[config.mk]
export PLATFORM = sky130hd
export DESIGN_NAME = relay_pulse_watchdog_controller_core
export DESIGN_NICKNAME = d
export VERILOG_FILES = /design/src/sv/rpwc_pkg.sv /design/src/sv/relay_pulse_watchdog_controller_core.sv
export SDC_FILE = /design/constraint.sdc
export NUM_CORES = 1
export LEC_CHECK = 0
export ABC_AREA = 0
export BUFFER_PORTS_ARGS = -buffer_cell sky130_fd_sc_hd__buf_2
export CORE_MARGIN = 2
export CORE_UTILIZATION = 33
export CTS_CLUSTER_DIAMETER = 50
export DETAILED_ROUTE_END_ITERATION = 16
export SYNTH_ARGS = -nofsm -noshare
export SYNTH_HDL_FRONTEND = slang
export SYNTH_SLANG_ARGS = --single-unit
[constraint.sdc]
create_clock -name clk -period 6.83 [get_ports clk]
set_clock_uncertainty 0.05 [all_clocks]
set_input_delay 0.683 -clock clk [delete_from_list [all_inputs] [get_ports clk]]
set_output_delay 0.683 -clock clk [all_outputs]
set_load 0.02 [all_outputs]
[src/sv/rpwc_pkg.sv]
// Package for the relay pulse watchdog controller: request and response
// payload types, request, status, policy and register codes, reset values.
// No dependencies.
package rpwc_pkg;

	localparam int CHANNELS = 6;
	localparam int CFG_BITS = 24;

	typedef enum logic [2:0] {
		REQ_SET_ONE = 3'd0,
		REQ_SET_ALL = 3'd1,
		REQ_PULSE   = 3'd2,
		REQ_RENEW   = 3'd3,
		REQ_TICK    = 3'd4,
		REQ_RESTART = 3'd5
	} req_code_t;

	typedef enum logic [1:0] {
		STATUS_OK      = 2'd0,
		STATUS_BAD_ARG = 2'd1,
		STATUS_BUSY    = 2'd2
	} status_code_t;

	typedef enum logic [1:0] {
		POLICY_NONE      = 2'd0,
		POLICY_ENERGIZED = 2'd1,
		POLICY_OWNER     = 2'd2
	} policy_code_t;

	typedef enum logic [2:0] {
		CFG_COMM_POLICY     = 3'd0,
		CFG_REBOOT_ON_TMO   = 3'd1,
		CFG_COMM_TIMEOUT    = 3'd2,
		CFG_REBOOT_DELAY    = 3'd3,
		CFG_PENDING_LEAD    = 3'd4,
		CFG_PULSE_MIN       = 3'd5,
		CFG_PULSE_MAX       = 3'd6
	} cfg_code_t;

	localparam logic [1:0]          RST_COMM_POLICY   = POLICY_ENERGIZED;
	localparam logic [CFG_BITS-1:0] RST_COMM_TIMEOUT  = 24'd5000;
	localparam logic [CFG_BITS-1:0] RST_REBOOT_DELAY  = 24'd5000;
	localparam logic [CFG_BITS-1:0] RST_PENDING_LEAD  = 24'd10000;
	localparam logic [CFG_BITS-1:0] RST_PULSE_MIN     = 24'd1;
	localparam logic [CFG_BITS-1:0] RST_PULSE_MAX     = 24'd60000;

	typedef struct packed {
		logic [2:0]  req_type;
		logic [2:0]  channel;
		logic        turn_on;
		logic [7:0]  all_mask;
		logic [23:0] pulse_ms;
	} rpwc_req_t;

	typedef struct packed {
		logic [1:0] status;
		logic [5:0] relay_levels;
		logic [5:0] pulsing_mask;
		logic       owner_timed_out;
		logic       reboot_pending;
		logic       reboot_request;
		logic       watchdog_armed;
	} rpwc_rsp_t;

endpackage

[src/sv/relay_pulse_watchdog_controller_core.sv]
// Top level of the relay pulse watchdog controller: input register, request
// decode with per-channel pulse counters and watchdog, response register.
// Depends on rpwc_pkg.
//
// Usage: requests arrive on the req channel (req_valid, req_stall, req) and
// each one produces exactly one response on the rsp channel (rsp_valid,
// rsp_stall, rsp). A transfer happens at a rising edge where valid is high
// and stall is low. Requests are set one relay, set all relays, timed pulse,
// renew (watchdog kick), 1 ms tick and restart.
// A request that is taken goes into the input register, is evaluated from
// there, and its response is registered in the response register, which
// raises rsp_valid. Throughput is one request per cycle while the receiver
// does not stall; all six pulse counters and the watchdog, reboot and
// indication countdowns update in parallel in that single evaluation step.
// When the receiver stalls, the held response stays put and the request in
// the input register waits; req_stall rises only while both are occupied.
// Asynchronous reset (arst_n low) clears relays, pulses, all countdowns and
// flags, and loads the configuration registers with their defaults.
// Configuration is written through cfg_wr_en / cfg_index / cfg_wdata, one
// register per cycle, and is meant to be written while the block is idle.
module relay_pulse_watchdog_controller_core
	import rpwc_pkg::*;
#(
	parameter int TIME_BITS = 24
) (
	input  logic          clk,
	input  logic          arst_n,
	input  logic          req_valid,
	output logic          req_stall,
	input  rpwc_req_t     req,
	output logic          rsp_valid,
	input  logic          rsp_stall,
	output rpwc_rsp_t     rsp,
	input  logic          cfg_wr_en,
	input  logic [2:0]    cfg_index,
	input  logic [CFG_BITS-1:0] cfg_wdata
);

	typedef logic [TIME_BITS-1:0] tcount_t;

	// Configuration registers.
	logic [1:0]          policy_q;
	logic                reboot_on_tmo_q;
	logic [CFG_BITS-1:0] comm_timeout_q;
	logic [CFG_BITS-1:0] reboot_delay_q;
	logic [CFG_BITS-1:0] pending_lead_q;
	logic [CFG_BITS-1:0] pulse_min_q;
	logic [CFG_BITS-1:0] pulse_max_q;

	// Input stage and response register.
	rpwc_req_t req_s1;
	logic      valid_s1;
	rpwc_rsp_t rsp_q;
	logic      rsp_valid_q;
	logic      advance;

	// Controller state.
	logic [CHANNELS-1:0] relay_q, pmask_q;
	tcount_t             pleft_q [CHANNELS];
	logic                armed_q, rb_armed_q, ind_armed_q, tout_q, pend_q;
	tcount_t             watch_q, rb_left_q, ind_left_q;

	// Next-state values from the evaluation step.
	logic [CHANNELS-1:0] relay_n, pmask_n, expired_c;
	tcount_t             pleft_n [CHANNELS];
	logic                armed_n, rb_armed_n, ind_armed_n, tout_n, pend_n;
	tcount_t             watch_n, rb_left_n, ind_left_n;
	logic [1:0]          status_c;
	logic                reboot_req_c, tail_c;
	tcount_t             timeout_t, delay_t;

	function automatic logic arm_watch(input logic [1:0] pol,
			input logic [CHANNELS-1:0] relays, input logic [CHANNELS-1:0] pulses);
		logic arm;
		arm = 1'b0;
		if (pol == POLICY_OWNER) begin
			arm = 1'b1;
		end else if (pol == POLICY_ENERGIZED) begin
			arm = (relays != '0) || (pulses != '0);
		end
		return arm;
	endfunction

	assign timeout_t = TIME_BITS'(comm_timeout_q);
	assign delay_t   = TIME_BITS'(reboot_delay_q);

	// The input register frees up whenever the response register can take
	// a new response, so back-to-back requests flow without a bubble.
	assign advance   = !rsp_valid_q || !rsp_stall;
	assign req_stall = valid_s1 && !advance;
	assign rsp_valid = rsp_valid_q;
	assign rsp       = rsp_q;

	always_ff @(posedge clk or negedge arst_n) begin
		if (!arst_n) begin
			policy_q        <= RST_COMM_POLICY;
			reboot_on_tmo_q <= 1'b0;
			comm_timeout_q  <= RST_COMM_TIMEOUT;
			reboot_delay_q  <= RST_REBOOT_DELAY;
			pending_lead_q  <= RST_PENDING_LEAD;
			pulse_min_q     <= RST_PULSE_MIN;
			pulse_max_q     <= RST_PULSE_MAX;
		end else if (cfg_wr_en) begin
			case (cfg_index)
				CFG_COMM_POLICY:   policy_q        <= cfg_wdata[1:0];
				CFG_REBOOT_ON_TMO: reboot_on_tmo_q <= cfg_wdata[0];
				CFG_COMM_TIMEOUT:  comm_timeout_q  <= cfg_wdata;
				CFG_REBOOT_DELAY:  reboot_delay_q  <= cfg_wdata;
				CFG_PENDING_LEAD:  pending_lead_q  <= cfg_wdata;
				CFG_PULSE_MIN:     pulse_min_q     <= cfg_wdata;
				CFG_PULSE_MAX:     pulse_max_q     <= cfg_wdata;
				default: ;
			endcase
		end
	end

	// Evaluation of one request against the current state. The order inside
	// a tick matters: pulse expiry first, then the indication and reboot
	// countdowns, then the communication watchdog.
	always_comb begin
		relay_n      = relay_q;
		pmask_n      = pmask_q;
		pleft_n      = pleft_q;
		armed_n      = armed_q;
		watch_n      = watch_q;
		rb_armed_n   = rb_armed_q;
		rb_left_n    = rb_left_q;
		ind_armed_n  = ind_armed_q;
		ind_left_n   = ind_left_q;
		tout_n       = tout_q;
		pend_n       = pend_q;
		status_c     = STATUS_OK;
		reboot_req_c = 1'b0;
		tail_c       = 1'b0;
		expired_c    = '0;

		case (req_s1.req_type)
			REQ_SET_ONE: begin
				if (4'(req_s1.channel) >= 4'(CHANNELS)) begin
					status_c = STATUS_BAD_ARG;
				end else begin
					for (int i = 0; i < CHANNELS; i++) begin
						if (req_s1.channel == 3'(i)) begin
							pleft_n[i] = '0;
							pmask_n[i] = 1'b0;
							relay_n[i] = req_s1.turn_on;
						end
					end
					tail_c = 1'b1;
				end
			end
			REQ_SET_ALL: begin
				if (req_s1.all_mask[7:CHANNELS] != '0) begin
					status_c = STATUS_BAD_ARG;
				end else begin
					for (int i = 0; i < CHANNELS; i++) begin
						pleft_n[i] = '0;
					end
					pmask_n = '0;
					relay_n = req_s1.all_mask[CHANNELS-1:0];
					tail_c  = 1'b1;
				end
			end
			REQ_PULSE: begin
				if (4'(req_s1.channel) >= 4'(CHANNELS) ||
						req_s1.pulse_ms < pulse_min_q ||
						req_s1.pulse_ms > pulse_max_q) begin
					status_c = STATUS_BAD_ARG;
				end else if (pmask_q[req_s1.channel]) begin
					status_c = STATUS_BUSY;
				end else begin
					for (int i = 0; i < CHANNELS; i++) begin
						if (req_s1.channel == 3'(i)) begin
							relay_n[i] = 1'b1;
							pmask_n[i] = 1'b1;
							pleft_n[i] = TIME_BITS'(req_s1.pulse_ms);
						end
					end
					tail_c = 1'b1;
				end
			end
			REQ_RENEW: begin
				tail_c = 1'b1;
			end
			REQ_TICK: begin
				// Pulse counters: a count of zero or one expires now.
				for (int i = 0; i < CHANNELS; i++) begin
					if (pmask_q[i]) begin
						if (pleft_q[i] <= TIME_BITS'(1)) begin
							pleft_n[i]   = '0;
							expired_c[i] = 1'b1;
						end else begin
							pleft_n[i] = pleft_q[i] - TIME_BITS'(1);
						end
					end
				end
				if (expired_c != '0) begin
					pmask_n = pmask_n & ~expired_c;
					relay_n = relay_n & ~expired_c;
					if (policy_q == POLICY_ENERGIZED && relay_n == '0 && pmask_n == '0) begin
						armed_n = 1'b0;
						watch_n = '0;
					end
				end

				// Pending indication and reboot countdowns.
				if (rb_armed_q && ind_armed_q && ind_left_q != '0) begin
					ind_left_n = ind_left_q - TIME_BITS'(1);
					if (ind_left_n == '0) begin
						ind_armed_n = 1'b0;
						pend_n      = 1'b1;
					end
				end
				if (rb_armed_q && rb_left_q != '0) begin
					rb_left_n = rb_left_q - TIME_BITS'(1);
					if (rb_left_n == '0) begin
						reboot_req_c = 1'b1;
					end
				end

				// Communication watchdog.
				if (armed_n) begin
					if (watch_n <= TIME_BITS'(1)) begin
						watch_n = '0;
						for (int i = 0; i < CHANNELS; i++) begin
							pleft_n[i] = '0;
						end
						pmask_n = '0;
						relay_n = '0;
						tout_n  = 1'b1;
						if (policy_q == POLICY_OWNER) begin
							if (reboot_on_tmo_q) begin
								armed_n    = 1'b0;
								rb_armed_n = 1'b1;
								rb_left_n  = delay_t;
								if (delay_t == '0) begin
									reboot_req_c = 1'b1;
								end
								if (32'(delay_t) <= 32'(pending_lead_q)) begin
									ind_armed_n = 1'b0;
									ind_left_n  = '0;
									pend_n      = 1'b1;
								end else begin
									ind_armed_n = 1'b1;
									ind_left_n  = TIME_BITS'(32'(delay_t) - 32'(pending_lead_q));
								end
							end else begin
								// Always-on owner without reboot just re-arms.
								armed_n = 1'b1;
								watch_n = timeout_t;
							end
						end else begin
							armed_n = 1'b0;
						end
					end else begin
						watch_n = watch_n - TIME_BITS'(1);
					end
				end
			end
			REQ_RESTART: begin
				relay_n = '0;
				pmask_n = '0;
				for (int i = 0; i < CHANNELS; i++) begin
					pleft_n[i] = '0;
				end
				rb_armed_n  = 1'b0;
				rb_left_n   = '0;
				ind_armed_n = 1'b0;
				ind_left_n  = '0;
				tout_n      = 1'b0;
				pend_n      = 1'b0;
				armed_n     = (policy_q == POLICY_OWNER);
				watch_n     = (policy_q == POLICY_OWNER) ? timeout_t : '0;
			end
			default: begin
				status_c = STATUS_BAD_ARG;
			end
		endcase

		// Shared tail of every accepted set or pulse command and of renew: cancel any
		// reboot in progress and restart the watchdog under the policy.
		if (tail_c) begin
			if (rb_armed_q) begin
				pend_n = 1'b0;
			end
			rb_armed_n  = 1'b0;
			rb_left_n   = '0;
			ind_armed_n = 1'b0;
			ind_left_n  = '0;
			tout_n      = 1'b0;
			armed_n     = arm_watch(policy_q, relay_n, pmask_n);
			watch_n     = armed_n ? timeout_t : '0;
		end
	end

	always_ff @(posedge clk or negedge arst_n) begin
		if (!arst_n) begin
			valid_s1 <= 1'b0;
		end else if (!req_stall) begin
			valid_s1 <= req_valid;
		end
	end

	always_ff @(posedge clk) begin
		if (req_valid && !req_stall) begin
			req_s1 <= req;
		end
	end

	always_ff @(posedge clk or negedge arst_n) begin
		if (!arst_n) begin
			rsp_valid_q <= 1'b0;
			relay_q     <= '0;
			pmask_q     <= '0;
			for (int i = 0; i < CHANNELS; i++) begin
				pleft_q[i] <= '0;
			end
			armed_q     <= 1'b0;
			watch_q     <= '0;
			rb_armed_q  <= 1'b0;
			rb_left_q   <= '0;
			ind_armed_q <= 1'b0;
			ind_left_q  <= '0;
			tout_q      <= 1'b0;
			pend_q      <= 1'b0;
		end else if (advance) begin
			rsp_valid_q <= valid_s1;
			if (valid_s1) begin
				relay_q     <= relay_n;
				pmask_q     <= pmask_n;
				pleft_q     <= pleft_n;
				armed_q     <= armed_n;
				watch_q     <= watch_n;
				rb_armed_q  <= rb_armed_n;
				rb_left_q   <= rb_left_n;
				ind_armed_q <= ind_armed_n;
				ind_left_q  <= ind_left_n;
				tout_q      <= tout_n;
				pend_q      <= pend_n;
			end
		end
	end

	always_ff @(posedge clk) begin
		if (advance && valid_s1) begin
			rsp_q.status          <= status_c;
			rsp_q.relay_levels    <= 6'(relay_n);
			rsp_q.pulsing_mask    <= 6'(pmask_n);
			rsp_q.owner_timed_out <= tout_n;
			rsp_q.reboot_pending  <= pend_n;
			rsp_q.reboot_request  <= reboot_req_c;
			rsp_q.watchdog_armed  <= armed_n;
		end
	end

endmodule

==> out/qor.yml <==
global_route:
  antenna_found_initial: 3
  overflow: 0
  grt_max_degree: 156
  grt_first_pass_wirelength_um: 133000
  grt_usage: 0.218
  grt_pass1_vias: 21797
critical_path:
  cp.required_ns: 7.25
  crit_chain: "nor4_1 > nand4b_1 > or4_1 > a211oi_2 > o2111ai_2 > nand2_1 > ha_1 > or2_2 > a31oi_2 > nor2_4 > o211ai_1 > nor4_1 > buf_4 > a311oi_4 > o22ai_4 > o221ai_1"
  r2r_cells: 16
  path_class: "flip-flop to flip-flop"
  cpMostUsedCell: "nor4_1"
  r2r_start: "pleft_q[9]"
  critPathMaxStageDelay_ns: 0.74
  crit_fanout: 17
  critical_path_arrival_ns: 6.78
  critPathCaptureType: "flip-flop"
  rr_endpoint: "watch_q[8]"
  worstSetupStartpointType: "flip-flop"
  critPathTopFamily: "simple AND/OR/NAND/NOR gates"
  reg2reg_slack_ns: 0.47
  path_buf_inv: 1
  critPathSlowestCell: "or4_1"
sta:
  finalHoldViolCount: 0
  post-route-period-util: 0.931
  worstMarginPinSlew_ns: 1.24
  period_needed_ns: 6.36
  slew_viol_final: 0
  tns_ns: 0
  finalSetupViolations: 0
  whs_ns: 0.141
  rsz0062_at_grt: "no"
  fmax_mhz: 157
  slew_headroom: 0.171
logic_synthesis:
  synth-edff-count: 57
  synthArstFlopShare: 0.863
  netlist.area_leader.share: 0.330
  syn_nets: 3118
  synth_ff_type: "dfrtp_1"
  ys_warn_count: 0
  synth_area_leaders: "dfrtp_1, o21ai_0, edfxtp_1"
  avgSynthCellArea_um2: 8.57
  ys_types: 93
  syn_area_um2: 25300
  synth_top_area_cell: "dfrtp_1"
  synth_cells: 2955
  synth_seq_cells: 415
  ys_seq_area_frac: 0.423
cts:
  clk_pin_slew_ns: 0.06
  post_cts_buffers: 0
  cts_max_path_buffers: 3
  h-tree-depth: 2
  cts_root_buffer: "clkbuf_16"
  clock_latency_ns: 0.67
  cts_buffers: 61
  cts_sinks: 415
  cts_tree: "yes"
power:
  sw_frac_of_total: 0.357
  power.share.sequential: 0.356
  power_mw: 9.40
  power_frac_comb: 0.274
  leakagePower_nw: 12.2
  ir_worst_vdd_mv: 0.229
  switchingPower_mw: 3.35
  p_clk_frac: 0.370
  intPower_mw: 6.04
  power_per_cell_area_nw_per_um2: 323
die:
  core_um2: 75900
  die_w_um: 281
  pin_count: 91
  rows: 101
  start_util: 0.333
  die_h_um: 281
  fp.dieArea_um2: 79000
detailed_routing:
  routed_wl_um: 87500
  viasPerCell: 5.75
  drc: 0
  final_antenna_net_count: 0
  drtPass1Iterations: 5
  num_vias: 23406
  avgRoutedWirePerCell_um: 21.5
  drt_iter0_markers: 2256
final_layout:
  diodes: 0
  drive_gt1_frac: 0.134
  nNetsFinal: 3152
  syn2layout_area_growth_pct: 15.0
run_status:
  status: "finished, final reports clean"
min_path:
  min_from: "req[1]"
  whs_endpoint: "req_s1[1]"
  hold_depth: 1
  hold_path_class: "input pin to flip-flop"
placed_design:
  routabilityCongestion: 0.937
  dp_hpwl_um: 60600
  io_buffers: 90
run:
  cap_violations: 0
## per-layer routing
metal  part of all wire  up-vias  global-route usage  wire length, µm
met2               0.46      895               0.348            39900
met1               0.44    11432               0.294            38100
met3              0.069      172              0.0363             6030
met4              0.040        0              0.0878             3470
li1                   -    10907                   -                -
met5                  0        -                   0                0
## what timing repair did
action	4_1_cts	5_1_grt
hold buffers	1	0
hold endpoints to repair	53	0
resized for setup	0	1
setup endpoints to repair	0	13
## cells by family (layout without fill, tap and decap cells)
logic type	Yosys count	after routing	synth area share
muxes	87	87	0.0389
DFF	415	415	0.423
and+or+nand+nor	965	965	0.186
AOI/OAI and AO/OA	1033	1033	0.246
buffers and inverters	330	417	0.0494
xor gates and xnor gates	33	33	0.0114
adders and majority gates	92	92	0.0458
## cell usage in the layout (no fill, tap or decap), types with 47 or more instances in the layout
cell type and count:
a31oi_1 58, mux2_2 81, edfxtp_1 57, nor4_1 71, nand3_1 47, buf_2 89, nand2_1 282, nor2_1 224
inv_1 166, ha_1 91, o21ai_0 446, dfrtp_1 334, a21oi_1 240, clkbuf_16 64, nor3_1 110
## worst reg2reg max path: cells and delay by family, from the launching register on
kind | cells | cell delay [ns]
fa+ha+maj | 1 | 0.45
simple gates | 7 | 2.74
buf+inv | 1 | 0.20
compound gates | 7 | 2.30
flops | 1 | 0.44
## registers in the layout, indices dropped and copies added, names as in the netlist, 2 cells and up
name and cells:
comm_timeout_q 24, rb_left_q 24, req_s1 39, relay_q 6, delay_t 24, ind_left_q 24
watch_q 24, pleft_q 144, policy_q 2, pulse_max_q 24, pmask_q 6, rsp 18
pending_lead_q 24, pulse_min_q 24
## cell type report
cell class	instances	area, µm²
inverter	167	627
fill	7684	46800
sequential	415	10700
multi-input combinational	2210	13400
clock inverter	42	601
tap	1030	1290
clock buffer	74	1660
timing repair buffer	134	818
## cells in the mapped netlist (16+ instances only)
cell / instances
a21o_1: 17
a21oi_1: 240
a22o_1: 39
a22oi_1: 16
a31oi_1: 58
and2_1: 26
and3_1: 32
clkbuf_1: 147
dfrtp_1: 334
dfstp_2: 24
edfxtp_1: 57
ha_1: 91
inv_1: 167
mux2_2: 81
nand2_1: 282
nand2b_1: 28
nand3_1: 47
nand4_1: 23
nor2_1: 226
nor3_1: 111
nor4_1: 71
o21ai_0: 451
or2_2: 20
or3_1: 21
or4_1: 16
xnor2_1: 18
## how the worst max path moves through the flow
| stage | slack, ns | to | depth (start not counted) | start |
|---|---|---|---|---|
| after floorplan | 2.03 | watch_q[10] | 18 | pleft_q[85] |
| after global placement | 0.77 | watch_q[0] | 16 | pleft_q[11] |
| after detailed placement | 0.48 | watch_q[5] | 16 | pleft_q[11] |
| after CTS | 0.45 | watch_q[2] | 16 | pleft_q[11] |
| after global routing | 0.05 | watch_q[8] | 16 | pleft_q[9] |
| final | 0.47 | watch_q[8] | 16 | pleft_q[9] |
## stage by stage
stage	setup slack, ns	instance area, µm²	utilization	std cells
2_1_floorplan	2.03	25300	-	2955
3_3_place_gp	0.771	26900	0.354	3955
3_5_place_dp	0.484	26900	0.354	3955
4_1_cts	0.448	29100	0.383	4072
5_1_grt	0.0535	29100	0.384	4072
6_report	0.472	29100	0.384	4072
## power by group through the flow
stage	combinational [mW]	sequential, mW	clock, mW
floorplan	1.85	3.21	0
global placement	2.50	3.36	0
detailed placement	2.53	3.37	0
CTS	2.54	3.33	3.54
global route	2.87	3.39	3.65
finish	2.57	3.35	3.48
Note: power is estimated with default switching activity, not from simulation.
